File: src/hw/rtl/mlpq_pkg.sv
// Shared constants, codes and helper functions of the multilevel priority queue scheduler.
`timescale 1ns / 1ps

package mlpq_pkg;

    // Queue organisation
    localparam int NUM_LEVELS   = 5;
    localparam int QUEUE_DEPTH  = 16;
    localparam int TASK_ID_BITS = 8;

    // Fixed field widths of the channels
    localparam int OP_W     = 2;
    localparam int ID_W     = 8;
    localparam int PRIO_W   = 3;
    localparam int STATUS_W = 2;

    // Derived internal widths
    localparam int LEVEL_W = (NUM_LEVELS > 1) ? $clog2(NUM_LEVELS) : 1;
    localparam int PTR_W   = (QUEUE_DEPTH > 1) ? $clog2(QUEUE_DEPTH) : 1;
    localparam int CNT_W   = $clog2(QUEUE_DEPTH + 1);
    localparam int MEM_DEPTH = NUM_LEVELS * QUEUE_DEPTH;
    localparam int ADDR_W  = $clog2(MEM_DEPTH);

    // Operation codes
    localparam logic [OP_W-1:0] OP_ENQ  = 2'd0;
    localparam logic [OP_W-1:0] OP_DISP = 2'd1;
    localparam logic [OP_W-1:0] OP_PRE  = 2'd2;

    // Result status codes
    localparam logic [STATUS_W-1:0] ST_OK      = 2'd0;
    localparam logic [STATUS_W-1:0] ST_EMPTY   = 2'd1;
    localparam logic [STATUS_W-1:0] ST_REFUSED = 2'd2;
    localparam logic [STATUS_W-1:0] ST_FULL    = 2'd3;

    typedef logic [LEVEL_W-1:0]      level_t;
    typedef logic [PTR_W-1:0]        ptr_t;
    typedef logic [CNT_W-1:0]        cnt_t;
    typedef logic [ADDR_W-1:0]       addr_t;
    typedef logic [TASK_ID_BITS-1:0] tid_t;

    // Saturate a requested level to the lowest existing level
    function automatic level_t clamp_level(input logic [PRIO_W-1:0] req);
        if (int'(req) >= NUM_LEVELS)
        begin
            return LEVEL_W'(NUM_LEVELS - 1);
        end
        return LEVEL_W'(req);
    endfunction

    // Advance a ring pointer with wrap at the queue depth
    function automatic ptr_t next_pos(input ptr_t p);
        if (int'(p) == QUEUE_DEPTH - 1)
        begin
            return '0;
        end
        return p + ptr_t'(1);
    endfunction

    // Flat store address of one slot of one level
    function automatic addr_t slot_addr(input level_t lv, input ptr_t pos);
        return ADDR_W'(int'(lv) * QUEUE_DEPTH + int'(pos));
    endfunction

endpackage

File: src/hw/rtl/mlpq_cmd_if.sv
// Command channel: valid/ready handshake carrying one scheduler command.
`timescale 1ns / 1ps

interface mlpq_cmd_if;
    logic                         valid;
    logic                         ready;
    logic [mlpq_pkg::OP_W-1:0]    op;
    logic [mlpq_pkg::ID_W-1:0]    task_id;
    logic [mlpq_pkg::PRIO_W-1:0]  priority_req;

    modport source (output valid, output op, output task_id, output priority_req,
                    input ready);
    modport sink   (input valid, input op, input task_id, input priority_req,
                    output ready);
endinterface

File: src/hw/rtl/mlpq_rsp_if.sv
// Response channel: valid/ready handshake carrying one scheduler result.
`timescale 1ns / 1ps

interface mlpq_rsp_if;
    logic                           valid;
    logic                           ready;
    logic [mlpq_pkg::STATUS_W-1:0]  status;
    logic [mlpq_pkg::ID_W-1:0]      task_id_out;
    logic [mlpq_pkg::PRIO_W-1:0]    priority_out;
    logic                           running_valid;

    modport source (output valid, output status, output task_id_out,
                    output priority_out, output running_valid, input ready);
    modport sink   (input valid, input status, input task_id_out,
                    input priority_out, input running_valid, output ready);
endinterface

File: src/hw/rtl/mlpq_store.sv
// Task id store of all level queues: one write port, one registered read port.
`timescale 1ns / 1ps

module mlpq_store (
    input  logic                  clk,
    input  logic                  wr_en,
    input  mlpq_pkg::addr_t       wr_addr,
    input  mlpq_pkg::tid_t        wr_data,
    input  logic                  rd_en,
    input  mlpq_pkg::addr_t       rd_addr,
    output mlpq_pkg::tid_t        rd_data
);

    mlpq_pkg::tid_t mem [mlpq_pkg::MEM_DEPTH];
    mlpq_pkg::tid_t rd_data_reg;

    // Write the appended task id
    always_ff @(posedge clk)
    begin
        if (wr_en)
        begin
            mem[wr_addr] <= wr_data;
        end
    end

    // Register the head entry read; hold it until the next read
    always_ff @(posedge clk)
    begin
        if (rd_en)
        begin
            rd_data_reg <= mem[rd_addr];
        end
    end

    assign rd_data = rd_data_reg;

endmodule

File: src/hw/rtl/multilevel_priority_fifo_preempt_core.sv
// Top level of the multilevel priority queue scheduler with preemption.
// A command is accepted and latched together with the task id store read of the head
//   entry, executed once the result register is free, and its result is registered at
//   the end of the execution cycle. A new command is accepted only after the previous
//   one has executed: the store is read on acceptance and written back on execution.
// Reset: all queues empty, no running task, no result pending; the store needs no clearing.
`timescale 1ns / 1ps

module multilevel_priority_fifo_preempt_core (
    input logic        clk,
    input logic        rst_n,
    mlpq_cmd_if.sink   cmd,
    mlpq_rsp_if.source rsp
);

    localparam logic ST_IDLE = 1'b0;
    localparam logic ST_EXEC = 1'b1;

    // Sequencer and latched command
    logic                          state_reg, state_next;
    logic [mlpq_pkg::OP_W-1:0]     op_reg;
    mlpq_pkg::tid_t                id_reg;
    mlpq_pkg::level_t              lv_reg;
    logic                          disp_hit_reg, disp_hit_next;
    mlpq_pkg::level_t              disp_lv_reg, disp_lv_next;

    // Queue pointers and running task
    mlpq_pkg::ptr_t   head_reg  [mlpq_pkg::NUM_LEVELS];
    mlpq_pkg::ptr_t   head_next [mlpq_pkg::NUM_LEVELS];
    mlpq_pkg::ptr_t   tail_reg  [mlpq_pkg::NUM_LEVELS];
    mlpq_pkg::ptr_t   tail_next [mlpq_pkg::NUM_LEVELS];
    mlpq_pkg::cnt_t   count_reg [mlpq_pkg::NUM_LEVELS];
    mlpq_pkg::cnt_t   count_next[mlpq_pkg::NUM_LEVELS];
    logic             run_present_reg, run_present_next;
    mlpq_pkg::tid_t   run_id_reg, run_id_next;
    mlpq_pkg::level_t run_lv_reg, run_lv_next;

    // Result register
    logic                            out_valid_reg, out_valid_next;
    logic [mlpq_pkg::STATUS_W-1:0]   out_status_reg, out_status_next;
    mlpq_pkg::tid_t                  out_id_reg, out_id_next;
    mlpq_pkg::level_t                out_lv_reg, out_lv_next;
    logic                            out_run_reg, out_run_next;

    // Store access
    logic             accept;
    logic             exec_go;
    logic             out_free;
    logic             mem_wr_en;
    mlpq_pkg::addr_t  mem_wr_addr;
    mlpq_pkg::tid_t   mem_wr_data;
    mlpq_pkg::addr_t  mem_rd_addr;
    mlpq_pkg::tid_t   mem_rd_data;
    mlpq_pkg::level_t push_lv;
    mlpq_pkg::tid_t   push_id;
    mlpq_pkg::level_t cmd_lv;

    assign out_free = !out_valid_reg || rsp.ready;
    assign cmd.ready = (state_reg == ST_IDLE);
    assign accept = cmd.valid && cmd.ready;
    assign exec_go = (state_reg == ST_EXEC) && out_free;
    assign cmd_lv = mlpq_pkg::clamp_level(cmd.priority_req);

    // Pick the highest-priority non-empty level for a dispatch
    always_comb
    begin
        disp_hit_next = 1'b0;
        disp_lv_next  = '0;
        for (int l = mlpq_pkg::NUM_LEVELS - 1; l >= 0; l--)
        begin
            if (count_reg[l] != '0)
            begin
                disp_hit_next = 1'b1;
                disp_lv_next  = mlpq_pkg::LEVEL_W'(l);
            end
        end
    end

    assign mem_rd_addr = mlpq_pkg::slot_addr(disp_lv_next, head_reg[disp_lv_next]);

    // Append target: the command's level for enqueue, the running task's for preempt
    assign push_lv = (op_reg == mlpq_pkg::OP_ENQ) ? lv_reg : run_lv_reg;
    assign push_id = (op_reg == mlpq_pkg::OP_ENQ) ? id_reg : run_id_reg;
    assign mem_wr_addr = mlpq_pkg::slot_addr(push_lv, tail_reg[push_lv]);
    assign mem_wr_data = push_id;

    mlpq_store u_store (
        .clk     (clk),
        .wr_en   (mem_wr_en),
        .wr_addr (mem_wr_addr),
        .wr_data (mem_wr_data),
        .rd_en   (accept),
        .rd_addr (mem_rd_addr),
        .rd_data (mem_rd_data)
    );

    // Execute the latched command and update queues, running task and result
    always_comb
    begin
        state_next       = state_reg;
        head_next        = head_reg;
        tail_next        = tail_reg;
        count_next       = count_reg;
        run_present_next = run_present_reg;
        run_id_next      = run_id_reg;
        run_lv_next      = run_lv_reg;
        out_valid_next   = out_valid_reg && !rsp.ready;
        out_status_next  = out_status_reg;
        out_id_next      = out_id_reg;
        out_lv_next      = out_lv_reg;
        out_run_next     = out_run_reg;
        mem_wr_en        = 1'b0;

        if (accept)
        begin
            state_next = ST_EXEC;
        end

        if (exec_go)
        begin
            state_next      = ST_IDLE;
            out_valid_next  = 1'b1;
            out_status_next = mlpq_pkg::ST_OK;
            out_id_next     = '0;
            out_lv_next     = '0;
            case (op_reg)
                mlpq_pkg::OP_ENQ:
                begin
                    if (int'(count_reg[lv_reg]) >= mlpq_pkg::QUEUE_DEPTH)
                    begin
                        out_status_next = mlpq_pkg::ST_FULL;
                    end
                    else
                    begin
                        mem_wr_en          = 1'b1;
                        tail_next[lv_reg]  = mlpq_pkg::next_pos(tail_reg[lv_reg]);
                        count_next[lv_reg] = count_reg[lv_reg] + mlpq_pkg::cnt_t'(1);
                    end
                end
                mlpq_pkg::OP_DISP:
                begin
                    if (!disp_hit_reg)
                    begin
                        out_status_next = mlpq_pkg::ST_EMPTY;
                    end
                    else
                    begin
                        out_id_next             = mem_rd_data;
                        out_lv_next             = disp_lv_reg;
                        head_next[disp_lv_reg]  = mlpq_pkg::next_pos(head_reg[disp_lv_reg]);
                        count_next[disp_lv_reg] = count_reg[disp_lv_reg]
                                                  - mlpq_pkg::cnt_t'(1);
                        run_present_next        = 1'b1;
                        run_id_next             = mem_rd_data;
                        run_lv_next             = disp_lv_reg;
                    end
                end
                mlpq_pkg::OP_PRE:
                begin
                    if (!run_present_reg || run_lv_reg <= lv_reg)
                    begin
                        out_status_next = mlpq_pkg::ST_REFUSED;
                    end
                    else
                    begin
                        out_id_next = run_id_reg;
                        out_lv_next = run_lv_reg;
                        if (int'(count_reg[run_lv_reg]) >= mlpq_pkg::QUEUE_DEPTH)
                        begin
                            out_status_next = mlpq_pkg::ST_FULL;
                        end
                        else
                        begin
                            mem_wr_en              = 1'b1;
                            tail_next[run_lv_reg]  = mlpq_pkg::next_pos(tail_reg[run_lv_reg]);
                            count_next[run_lv_reg] = count_reg[run_lv_reg]
                                                     + mlpq_pkg::cnt_t'(1);
                            run_id_next            = id_reg;
                            run_lv_next            = lv_reg;
                        end
                    end
                end
                default:
                begin
                    out_status_next = mlpq_pkg::ST_OK;
                end
            endcase
            out_run_next = run_present_next;
        end
    end

    // Control state
    always_ff @(posedge clk or negedge rst_n)
    begin
        if (!rst_n)
        begin
            state_reg       <= ST_IDLE;
            run_present_reg <= 1'b0;
            run_id_reg      <= '0;
            run_lv_reg      <= '0;
            out_valid_reg   <= 1'b0;
            for (int l = 0; l < mlpq_pkg::NUM_LEVELS; l++)
            begin
                head_reg[l]  <= '0;
                tail_reg[l]  <= '0;
                count_reg[l] <= '0;
            end
        end
        else
        begin
            state_reg       <= state_next;
            run_present_reg <= run_present_next;
            run_id_reg      <= run_id_next;
            run_lv_reg      <= run_lv_next;
            out_valid_reg   <= out_valid_next;
            head_reg        <= head_next;
            tail_reg        <= tail_next;
            count_reg       <= count_next;
        end
    end

    // Latch the accepted command and result payload
    always_ff @(posedge clk)
    begin
        if (accept)
        begin
            op_reg       <= cmd.op;
            id_reg       <= mlpq_pkg::TASK_ID_BITS'(cmd.task_id);
            lv_reg       <= cmd_lv;
            disp_hit_reg <= disp_hit_next;
            disp_lv_reg  <= disp_lv_next;
        end
        out_status_reg <= out_status_next;
        out_id_reg     <= out_id_next;
        out_lv_reg     <= out_lv_next;
        out_run_reg    <= out_run_next;
    end

    assign rsp.valid         = out_valid_reg;
    assign rsp.status        = out_status_reg;
    assign rsp.task_id_out   = mlpq_pkg::ID_W'(out_id_reg);
    assign rsp.priority_out  = mlpq_pkg::PRIO_W'(out_lv_reg);
    assign rsp.running_valid = out_run_reg;

    // An accepted transaction always moves the sequencer to execution
    a_accept_exec: assert property (@(posedge clk) disable iff (!rst_n)
        accept |=> (state_reg == ST_EXEC))
        else $error("accepted transaction did not enter execution");

    // The store is written only while a command executes
    a_write_exec: assert property (@(posedge clk) disable iff (!rst_n)
        mem_wr_en |-> exec_go)
        else $error("store written outside execution");

    // A running task appears only through a dispatch
    a_run_rise: assert property (@(posedge clk) disable iff (!rst_n)
        $rose(run_present_reg) |-> ($past(op_reg) == mlpq_pkg::OP_DISP))
        else $error("running task set by a command other than dispatch");

    // An executed command loads a result
    a_exec_result: assert property (@(posedge clk) disable iff (!rst_n)
        exec_go |=> out_valid_reg)
        else $error("executed command produced no result");

    // No level queue holds more than its depth
    generate
        for (genvar g = 0; g < mlpq_pkg::NUM_LEVELS; g++)
        begin : g_cnt_chk
            a_count_bound: assert property (@(posedge clk) disable iff (!rst_n)
                int'(count_reg[g]) <= mlpq_pkg::QUEUE_DEPTH)
                else $error("queue count beyond depth");
        end
    endgenerate

endmodule

File: src/flat_wrapper.sv
// flat-port wrapper written by rule: the top's interface ports become plain ports
module multilevel_priority_fifo_preempt_core_flat 
  (clk, rst_n, cmd_valid, cmd_op, cmd_task_id, cmd_priority_req, cmd_ready, rsp_valid, rsp_status, rsp_task_id_out, rsp_priority_out, rsp_running_valid, rsp_ready);
  mlpq_cmd_if cmd_i ();
  mlpq_rsp_if rsp_i ();
  input logic clk;
  input logic rst_n;
  input wire logic [$bits(cmd_i.valid)-1:0] cmd_valid;
  input wire logic [$bits(cmd_i.op)-1:0] cmd_op;
  input wire logic [$bits(cmd_i.task_id)-1:0] cmd_task_id;
  input wire logic [$bits(cmd_i.priority_req)-1:0] cmd_priority_req;
  output wire logic [$bits(cmd_i.ready)-1:0] cmd_ready;
  output wire logic [$bits(rsp_i.valid)-1:0] rsp_valid;
  output wire logic [$bits(rsp_i.status)-1:0] rsp_status;
  output wire logic [$bits(rsp_i.task_id_out)-1:0] rsp_task_id_out;
  output wire logic [$bits(rsp_i.priority_out)-1:0] rsp_priority_out;
  output wire logic [$bits(rsp_i.running_valid)-1:0] rsp_running_valid;
  input wire logic [$bits(rsp_i.ready)-1:0] rsp_ready;
  assign cmd_i.valid = cmd_valid;
  assign cmd_i.op = cmd_op;
  assign cmd_i.task_id = cmd_task_id;
  assign cmd_i.priority_req = cmd_priority_req;
  assign cmd_ready = cmd_i.ready;
  assign rsp_valid = rsp_i.valid;
  assign rsp_status = rsp_i.status;
  assign rsp_task_id_out = rsp_i.task_id_out;
  assign rsp_priority_out = rsp_i.priority_out;
  assign rsp_running_valid = rsp_i.running_valid;
  assign rsp_i.ready = rsp_ready;
  multilevel_priority_fifo_preempt_core u_core (.clk(clk), .rst_n(rst_n), .cmd(cmd_i), .rsp(rsp_i));
endmodule
File: config.mk
export PLATFORM = sky130hd
export DESIGN_NAME = multilevel_priority_fifo_preempt_core_flat
export DESIGN_NICKNAME = d
export VERILOG_FILES = /design/src/hw/rtl/mlpq_pkg.sv /design/src/hw/rtl/mlpq_cmd_if.sv /design/src/hw/rtl/mlpq_rsp_if.sv /design/src/hw/rtl/mlpq_store.sv /design/src/hw/rtl/multilevel_priority_fifo_preempt_core.sv /design/src/flat_wrapper.sv
export SDC_FILE = /design/constraint.sdc
export NUM_CORES = 1
export LEC_CHECK = 0
export BUFFER_PORTS_ARGS = -buffer_cell sky130_fd_sc_hd__buf_2
export CAP_MARGIN = 20
export CORE_UTILIZATION = 55
export CTS_CLUSTER_DIAMETER = 120
export CTS_CLUSTER_SIZE = 20
export DETAILED_ROUTE_END_ITERATION = 8
export MAX_ROUTING_LAYER = met4
export PLACE_DENSITY = 0.77
export SLEW_MARGIN = 30
export SYNTH_ARGS = -nofsm -noshare
export SYNTH_HDL_FRONTEND = slang
export SYNTH_SLANG_ARGS = --single-unit
File: constraint.sdc
create_clock -name clk -period 5.2 [get_ports clk]
set_clock_uncertainty 0.2 [all_clocks]
set_input_delay 0 -clock clk [delete_from_list [all_inputs] [get_ports clk]]
set_output_delay 0 -clock clk [all_outputs]
set_load 0.01 [all_outputs]
# Word level (Yosys, flattened, before mapping)
# Memories as Yosys holds them, arrays and structs flattened. A register that Yosys moved wholly into a read port is not among the register bits.
# Index checks and enable logic that the tools add are counted.
[op_classes]
bitwise_logic = 6
muxes = 122
n_reduce_logical = 26
eq_ne = 9
addsub = 8
n_lt_le_gt_ge = 12
[op_table]
columns = ["operator", "count"]
rows = [
  ["4-bit two-way mux", 29],
  ["25-bit two-way mux", 4],
  ["25-bit bitwise mux", 3],
  ["25-bit one-hot mux with 3 select lines", 1],
  ["4-bit binary-select mux with 3-bit select", 5],
  ["20-bit bitwise mux", 3],
  ["20-bit two-way mux", 3],
  ["8-bit two-way mux", 6],
  ["5-bit binary-select mux with 3-bit select", 3],
  ["5-bit demux with 3-bit select", 3],
  ["5-bit two-way mux", 9],
  ["20-bit one-hot mux with 2 select lines", 1],
  ["3-bit two-way mux", 13],
  ["4-bit demux with 3-bit select", 3],
  ["8-bit one-hot mux with 2 select lines", 2],
  ["1-bit two-way mux", 27],
  ["5-bit nonzero test", 5],
  ["4-bit >= comparator (second input constant)", 5],
  ["3-bit NOT with 4-bit output", 5],
  ["7-bit by 4-bit adder with 7-bit output", 2],
  ["4-bit by 1-bit adder with 4-bit output (second input constant)", 3],
  ["4-bit by 1-bit equality test with 1-bit output (second input constant)", 3],
  ["4-bit by 1-bit less-than comparator with 1-bit output (second input constant)", 3],
  ["3-bit one-hot mux with 2 select lines", 2],
  ["23 further kinds", 40],
]
[word_totals]
ff_bits = 110
word_cells = 213
in_bits = 17
memories = 1
ramBits = 640
output_inout_bits = 16
[memory_table]
columns = ["name", "depth", "width", "read_ports", "rd_ports_with_merged_regs", "wr", "line", "source"]
rows = [
  ["u_core.u_store.mem", 80, 8, 1, 1, 1, "mlpq_store.sv:14", "mlpq_pkg::tid_t mem [mlpq_pkg::MEM_DEPTH];"],
]

# Depth between registers and ports, before layout
# Gate-level depths: netlist of the first run.
[depth]
ltp_word = 19
mapped_depth = 15
depth_no_buf = 13

# Cells and area by module
# From an unflattened synthesis of the first run, not the netlist that was laid out.
[unflattened]
cells_unflattened = 2007
area_unflattened_um2 = 33338.2
[modules_own_cells]
columns = ["module", "area_per_inst_um2", "n_inst", "cells_each", "seq_area_each_um2"]
rows = [
  ["mlpq_store", 24982.7, 1, 1112, 19458.7],
  ["multilevel_priority_fifo_preempt_core", 8355.5, 1, 895, 2907.8],
]

# Worst setup path after synthesis of the first run
# OpenSTA, ideal clock, no wires.
[synth_timing]
path_type = "register -> register"
startpoint = "register u_core.count_reg[20] (netlist name)"
endpoint = "register u_core.u_store.rd_data_reg[5], in the netlist u_core.u_store.rd_data[5], read port of u_core.u_store.mem, data pin"
required_ps = 4745
n_path_buf = 2
arrival_time_ps = 3605
setup_time_ps = 255
synth_period_minus_slack_ps = 4060
stages_incl_launch_ff = 14
path_slack_ps = 1140
cell_sequence = "dfrtp_1 -> or4_4 -> or4_4 -> nor2_4 -> mux2_4 -> o21a_1 -> buf_6 -> buf_6 -> nand2_1 -> a21oi_1 -> or4_1 -> a2111oi_2 -> nor3_1 -> a31o_1"
[synth_via]
elab_chain_cells = 7
[synth_lines]
columns = ["element", "line", "source"]
rows = [
  ["start, declared", "multilevel_priority_fifo_preempt_core.sv:32", "mlpq_pkg::cnt_t count_reg [mlpq_pkg::NUM_LEVELS];"],
  ["start signal, assigned", "multilevel_priority_fifo_preempt_core.sv:218", "count_reg <= count_next;"],
  ["5-bit nonzero test *", "multilevel_priority_fifo_preempt_core.sv:71", "if (count_reg[l] != '0)"],
  ["3-bit two-way mux *", "multilevel_priority_fifo_preempt_core.sv:71", ""],
  ["named net u_core.disp_lv_next[1]", "multilevel_priority_fifo_preempt_core.sv:25", "mlpq_pkg::level_t disp_lv_reg, disp_lv_next;"],
  ["3-bit NOT with 4-bit output (not written as such)", "multilevel_priority_fifo_preempt_core.sv:79", "assign mem_rd_addr = mlpq_pkg::slot_addr(disp_lv_next, head_reg[disp_lv_next]);"],
  ["4-bit binary-select mux with 3-bit select", "multilevel_priority_fifo_preempt_core.sv:79", ""],
  ["4-bit two-way mux (not written as such) (2 in a row)", "multilevel_priority_fifo_preempt_core.sv:79", ""],
  ["7-bit by 4-bit adder with 7-bit output *", "mlpq_pkg.sv:61", "return ADDR_W'(int'(lv) * QUEUE_DEPTH + int'(pos));"],
  ["end, declared", "mlpq_store.sv:15", "mlpq_pkg::tid_t rd_data_reg;"],
]
# The timed path passes the listed nets; every way through them passes the cells marked *. The select of a mux whose other input is x is not followed.
# A chain may end at the register's enable or synchronous reset.

# Worst setup path in the final report of the first run
[layout_timing]
startpoint = "register u_core.count_reg[20] (netlist name)"
endpoint = "register u_core.u_store.rd_data_reg[3], in the netlist u_core.u_store.rd_data[3], read port of u_core.u_store.mem, data pin"
# Same word-level chain as after synthesis.

==> results_dict.tcl, run 1 <==
set metrics [dict create \
    synth_edf_count 679 \
    gp_congestion 0.9789 \
    gr-total-overflow 0 \
    min_period_ns 5.066 \
    start_util_pct 56.06 \
    numCtsBuffers 43 \
    finalSetupViolations 0 \
    ys_warn_count 0 \
    portBuffers 32 \
    reg2reg_slack_ns 0.13 \
    maxCapViolCount 0 \
    rsz0062_at_grt "no" \
    cts_tree "built" \
    fp.dieW_um 248.0 \
    status "finished, final reports clean" \
    dp_hpwl_um 60540 \
    die_area_mm2 0.06148 \
    drt_iter0_drc 3083 \
    yosys.cell_types.count 75 \
    pwr_density_cell_mw_per_mm2 636.7 \
    largest_reg_flops 640 \
    grt_antenna_before_repair 0 \
    fin_crit_sh_pct 97.43 \
    synthCells 2568 \
    track_usage_pct 31.04 \
    grt_pass1_wl_um 137800 \
    startpoint_type "flip-flop" \
    cts-root-buf "clkbuf_16" \
    crit_type "reg -> reg" \
    syn_area_mm2 0.03327 \
    ctsHtreeMaxLevel 2 \
    vdd_drop_max_mv 0.4325 \
    area_delta_synth_final_pct 9.931 \
    hp-class "in -> reg" \
    p_total_mw 23.29 \
    drive_above_1_share_pct 11.74 \
    wl_per_cell_um 26.45 \
    layout_commonest_cell "edfxtp_1" \
    worst_pin_slew_ns 1.029 \
    first_global_vias 22005 \
    clock_latency_ns 0.62 \
    avgSynthCellArea_um2 12.96 \
    clk_path_buf_depth 3 \
    final_cell_mix "edfxtp_1, nand2_1, mux2i_1" \
    pin_count 33 \
    hold_violations 0 \
    async_flop_share_pct 10.42 \
    slew_violations 0 \
    ys_ff_latch 758 \
    wl_um 91880 \
    fin_nets 2712 \
    path_clk_slew_ns 0.10 \
    synth_nets 2598 \
    vias 22852 \
    clock.fmax_mhz 197.4 \
    via_per_inst 6.578 \
    firstDrtPassIters 6 \
    die_h_um 248.0 \
    drc 0 \
    fin_tns_setup_ns 0 \
    core_mm2 0.05935 \
    critPathArrivalTime_ns 5.35 \
    antenna_left 0 \
    rows 89 \
    grt_start_max_net_pins 81 \
    cts_num_sinks 758 \
    ys.flop_type "edfxtp_1" \
    cp_max_fo 46 \
    relSlewSlack_pct 30.85 \
    ys_seq_area_share_pct 67.22 \
    cp_data_required_time_ns 5.48 \
    p_leak_nw 12.73 \
    cp-end-kind "flip-flop" \
]
final timing paths:
path                                       from                         to  cells past startpoint
max in group asynchronous                 rst_n       u_core.run_id_reg[4]                      4
setup / recovery           u_core.count_reg[20]  u_core.u_store.rd_data[3]                     12
hold / removal              cmd_priority_req[2]           u_core.lv_reg[1]                      3
min in group asynchronous                 rst_n        u_core.count_reg[9]                      4
setup reg to reg           u_core.count_reg[20]  u_core.u_store.rd_data[3]                     12
hold reg to reg            u_core.run_id_reg[4]       u_core.run_id_reg[4]                      2
cell families (layout without fill, tap and decap cells):
logic type | Yosys count | in the layout | share of synthesized area [%]
AOI/OAI and AO/OA | 575 | 575 | 11.44
xor gates and xnor gates | 12 | 12 | 0.3159
adders and majority gates | 13 | 13 | 0.4889
buffers and inverters | 169 | 301 | 2.283
DFF | 758 | 758 | 67.22
muxes | 220 | 220 | 7.604
other | 0 | 1 | 0
and+or+nand+nor | 821 | 821 | 10.64
where the power goes:
part           total, mW  switching [mW]  internal [mW]
sequential          8.31           0.546           7.77
clock               3.46            1.90           1.56
combinational       11.5            7.77           3.75
metrics by stage:
step	setup WS (ns)	hold slack (ns)	cell area [um2]	std cells	utilization, %
final	0.1336	0.01868	36580	3474	61.62
after global routing	0.06094	0.07327	36570	3473	61.62
after CTS	0.01929	0.01258	36560	3473	61.59
after detailed placement	0.05892	-0.08226	35050	3380	59.05
after global placement	0.09224	-0.02158	35000	3379	58.98
after floorplan	1.140	-0.4956	33270	2568	-
Yosys cell counts, types with 21 or more instances:
| library cell | instances | area share [%] |
|---|---|---|
| dfrtp_1 | 79 | 5.9 |
| edfxtp_1 | 679 | 61 |
| a21oi_1 | 116 | 1.7 |
| a22oi_1 | 89 | 2.0 |
| nor2_1 | 165 | 1.9 |
| a311oi_1 | 32 | 0.84 |
| clkbuf_1 | 77 | 0.87 |
| mux4_2 | 21 | 1.4 |
| o22ai_1 | 56 | 1.1 |
| mux2i_1 | 165 | 5.0 |
| o21ai_0 | 135 | 2.0 |
| inv_1 | 21 | 0.24 |
| nand2_1 | 469 | 5.3 |
| nand3_1 | 35 | 0.53 |
| mux2_2 | 31 | 1.0 |
| nor3_1 | 33 | 0.50 |
| buf_2 | 40 | 0.60 |
| and3_1 | 46 | 0.86 |
cell type report:
| type | count | area [um2] |
|---|---|---|
| inverters | 24 | 90.09 |
| well taps | 773 | 967.2 |
| clock inverters | 3 | 28.78 |
| diodes | 1 | 2.502 |
| multi-input cells | 1641 | 10230 |
| flip-flops and latches | 758 | 22370 |
| repair buffers | 214 | 1733 |
| fillers | 4347 | 22780 |
| clock buffers | 60 | 1161 |
layer usage:
layer	wire, um	vias to the layer above	global-route usage (%)
li1	-	9954	-
met1	34640	11135	40.63
met2	43890	1489	48.98
met3	9148	274	4.942
met4	4196	0	11.87
met5	0	-	-
worst max-delay path, cell delays in order (launching register included):
cell	delay, ns
dfrtp_1	0.46
or4_4	0.61
or4_4	0.57
nor2_4	0.19
mux2_4	0.35
o21ai_4	0.66
buf_12	0.32
nand2_1	0.08
and3_1	0.19
a311oi_1	0.53
o21ai_0	0.19
a21oi_1	0.41
a31o_1	0.15
timing repair:
| action | in CTS | in global routing |
|---|---|---|
| hold buffers | 30 | 0 |
| setup endpoints to repair | 0 | 4 |
| buffers inserted | 0 | 0 |
| endpoints found under the hold margin | 120 | 0 |
| gates resized for setup | 0 | 2 |
No activity file was read; power rests on OpenSTA's default activity.
==> run 2: changes to the inputs <==
--- a/config.mk
+++ b/config.mk
@@ -5,6 +5,7 @@
 export SDC_FILE = /design/constraint.sdc
 export NUM_CORES = 1
 export LEC_CHECK = 0
+export ABC_AREA = 1
 export BUFFER_PORTS_ARGS = -buffer_cell sky130_fd_sc_hd__buf_2
 export CAP_MARGIN = 20
 export CORE_UTILIZATION = 55
==> results_dict.tcl, run 2 <==
set metrics [dict create \
    fin_nets 3781 \
    stdcell_count 4642 \
    netlist_top_cells_count "inv_1, edfxtp_1, nand2_1, nand3_1, nand4_1" \
    gp_congestion 1.004 \
    path_clk_slew_ns 0.10 \
    path_cells "nor2_1 -> nand3_2 -> nor2_4 -> nand2_4 -> inv_2 -> nand2_1 -> nand3_1 -> nand2_1 -> nor2_4 -> buf_4 -> nand3_1 -> nand3_1 -> nand3_1 -> nand3_1 -> nand2_1 -> nand2_1 -> nand2_1" \
    synth_top_family_by_area "simple AND/OR/NAND/NOR gates" \
    synth_edf_count 679 \
    drive_above_1_share_pct 4.976 \
    clk_path_buf_depth 3 \
    regToRegStartpoint "u_core.count_reg[23]" \
    synth-simple-area-share_pct 20.64 \
    startpoint "u_core.count_reg[23]" \
    p_leak_nw 16.06 \
    ys.flop_type "edfxtp_1" \
    syn_area_mm2 0.03663 \
    synthAdderAreaFrac_pct 0.4441 \
    track_usage_pct 30.10 \
    vdd_drop_max_mv 0.3971 \
    cp-end-kind "flip-flop" \
    grt_antenna_before_repair 0 \
    final_cell_area_mm2 0.03926 \
    fill_cells 5476 \
    rsz0062_at_grt "no" \
    cts_setup_buffers 0 \
    min_period_ns 4.701 \
    drt_iter0_drc 3545 \
    synth_nets 3827 \
    hold_depth 4 \
    dp_hpwl_um 59890 \
    ys_ff_latch 758 \
    final_cell_mix "inv_1, edfxtp_1, nand2_1" \
    dpl_cell_area_mm2 0.03763 \
    portBuffers 32 \
    crit_type "reg -> reg" \
    startpoint_type "flip-flop" \
    pin_count 33 \
    synth_mux_area_share_pct 0 \
    worst_pin_slew_ns 1.036 \
    largest_reg_flops 640 \
    slew_violations 0 \
    vias 27738 \
    grt_start_max_net_pins 192 \
    ctsHtreeMaxLevel 2 \
    r2r-end "u_core.u_store.rd_data[5]" \
    first_global_vias 26036 \
    die_h_um 260.1 \
    layout_commonest_cell "inv_1" \
    slowest_delay_ns 0.74 \
    min-delay-start "cmd_priority_req[2]" \
    crit_family "simple AND/OR/NAND/NOR gates" \
    netlist.area_leader.share_pct 55.67 \
    multi_input_area_mm2 0.01052 \
    critPathArrivalTime_ns 4.87 \
    rows 94 \
    maxCapViolCount 0 \
    cts_tree "built" \
    fin_crit_sh_pct 90.41 \
    via_per_inst 5.975 \
    numCtsBuffers 43 \
    synthTopCellsByArea "edfxtp_1, nand3_1, inv_1" \
    min_to "u_core.lv_reg[1]" \
    hold_violations 0 \
    async_flop_share_pct 10.42 \
    regArea_mm2 0.02237 \
    drc 0 \
    clock_latency_ns 0.62 \
    yosys.cell_types.count 49 \
    cts.repair.resized 0 \
    wl_per_cell_um 21.33 \
    ys_seq_area_share_pct 61.07 \
    finalSetupViolations 0 \
    grt_pass1_wl_um 151400 \
    cts-root-buf "clkbuf_16" \
    status "finished, final reports clean" \
    yosys.area.top_type "edfxtp_1" \
    critical_path_buf_inv_count 2 \
    cts_num_sinks 758 \
    synth.most_common_cell "inv_1" \
    core_mm2 0.06586 \
    cp_max_fo 62 \
    synth_compound_area_share_pct 7.044 \
    synthCells 3797 \
    start_util_pct 55.61 \
    die_area_mm2 0.06763 \
    fp.dieW_um 260.1 \
    cp_slowest_cell "buf_4" \
    place_inst 4534 \
    rr_worst_depth 17 \
    relSlewSlack_pct 30.78 \
    final_core_util_pct 59.60 \
    ys_warn_count 0 \
    avgSynthCellArea_um2 9.646 \
    antenna_left 0 \
    synth_xor_area_share_pct 0.2152 \
    cp_data_required_time_ns 5.37 \
    area_delta_synth_final_pct 7.188 \
    reg2reg_slack_ns 0.50 \
    firstDrtPassIters 6 \
    antenna_cells 0 \
    clock.fmax_mhz 212.7 \
    hp-class "in -> reg" \
    pwr_density_cell_mw_per_mm2 564.3 \
    gr-total-overflow 0 \
    wl_um 99010 \
]
## run 2: changes by cell type after synthesis, moves of 32 or more
cell,delta
nand3_1,+520
a311oi_1,-32
o211ai_1,+57
mux2i_1,-165
o21ai_0,+46
buf_2,+94
nand2_1,+147
and3_1,-46
a21oi_1,-39
nand4_1,+245
inv_1,+692
a22oi_1,-84
## run 2: through the flow
stage	hold WS, ns	power (mW)	setup TNS (ns)	setup slack [ns]
after floorplan	-0.4956	14.79	-9.228	-0.05768
final	0.1627	22.15	0	0.4989
after CTS	0.1140	21.89	0	0.6712
after global routing	0.1861	23.18	0	0.2589
after global placement	-0.1825	18.24	0	0.6991
after detailed placement	-0.1727	18.43	0	0.6800
## run 2: layer usage
| metal | part of all wire [%] | GRT usage [%] | vias up |
|---|---|---|---|
| met5 | 0 | - | - |
| met4 | 3.9 | 11.71 | 0 |
| met3 | 9.4 | 4.366 | 240 |
| met2 | 47 | 46.81 | 1502 |
| met1 | 40 | 40.07 | 13169 |
| li1 | - | - | 12827 |
## run 2: final cells by class
cell class | instances | share of cell area, %
timing repair buffer | 132 | 3.366
multi-input combinational | 2087 | 26.80
inverter | 729 | 6.977
clock buffer | 68 | 2.980
sequential | 758 | 56.97
clock inverter | 4 | 0.1498
tap | 864 | 2.754
## run 2: worst max path at each step
stage | endpoint | depth (start not counted) | slack (ns)
3_5_place_dp | u_core.u_store.rd_data[5] | 17 | 0.68
4_1_cts | u_core.u_store.rd_data[5] | 17 | 0.67
5_1_grt | u_core.u_store.rd_data[5] | 19 | 0.26
2_1_floorplan | u_core.u_store.mem[0][5] | 5 | -0.06
3_3_place_gp | u_core.u_store.rd_data[5] | 17 | 0.70
6_report | u_core.u_store.rd_data[5] | 17 | 0.50
## run 2: worst reg2reg max path: stages, from the launching register on
cell and delay, ns:
dfrtp_1 0.47, nor2_1 0.21, nand3_2 0.21, nor2_4 0.27, nand2_4 0.20, inv_2 0.31, nand2_1 0.09, nand3_1 0.09
nand2_1 0.08, nor2_4 0.54, buf_4 0.75, nand3_1 0.24, nand3_1 0.14, nand3_1 0.22, nand3_1 0.16, nand2_1 0.07
nand2_1 0.12, nand2_1 0.08
## run 2: timing repair
item,in CTS,in global routing
hold endpoints to repair,134,0
hold buffers,34,0
endpoints found under the setup margin,0,0
## run 2: kinds of logic (layout without fill, tap and decap cells)
group | count (synthesis) | in the layout
flops | 758 | 758
fa+ha+maj | 13 | 13
simple gates | 1628 | 1628
compound gates | 437 | 437
xor+xnor | 9 | 9
buf+inv | 952 | 933
## run 2: report_power, final
part | switching (mW) | internal, mW | total, mW
Combinational | 7.72 | 2.78 | 10.5
Sequential | 0.349 | 7.77 | 8.11
Clock | 1.97 | 1.57 | 3.54
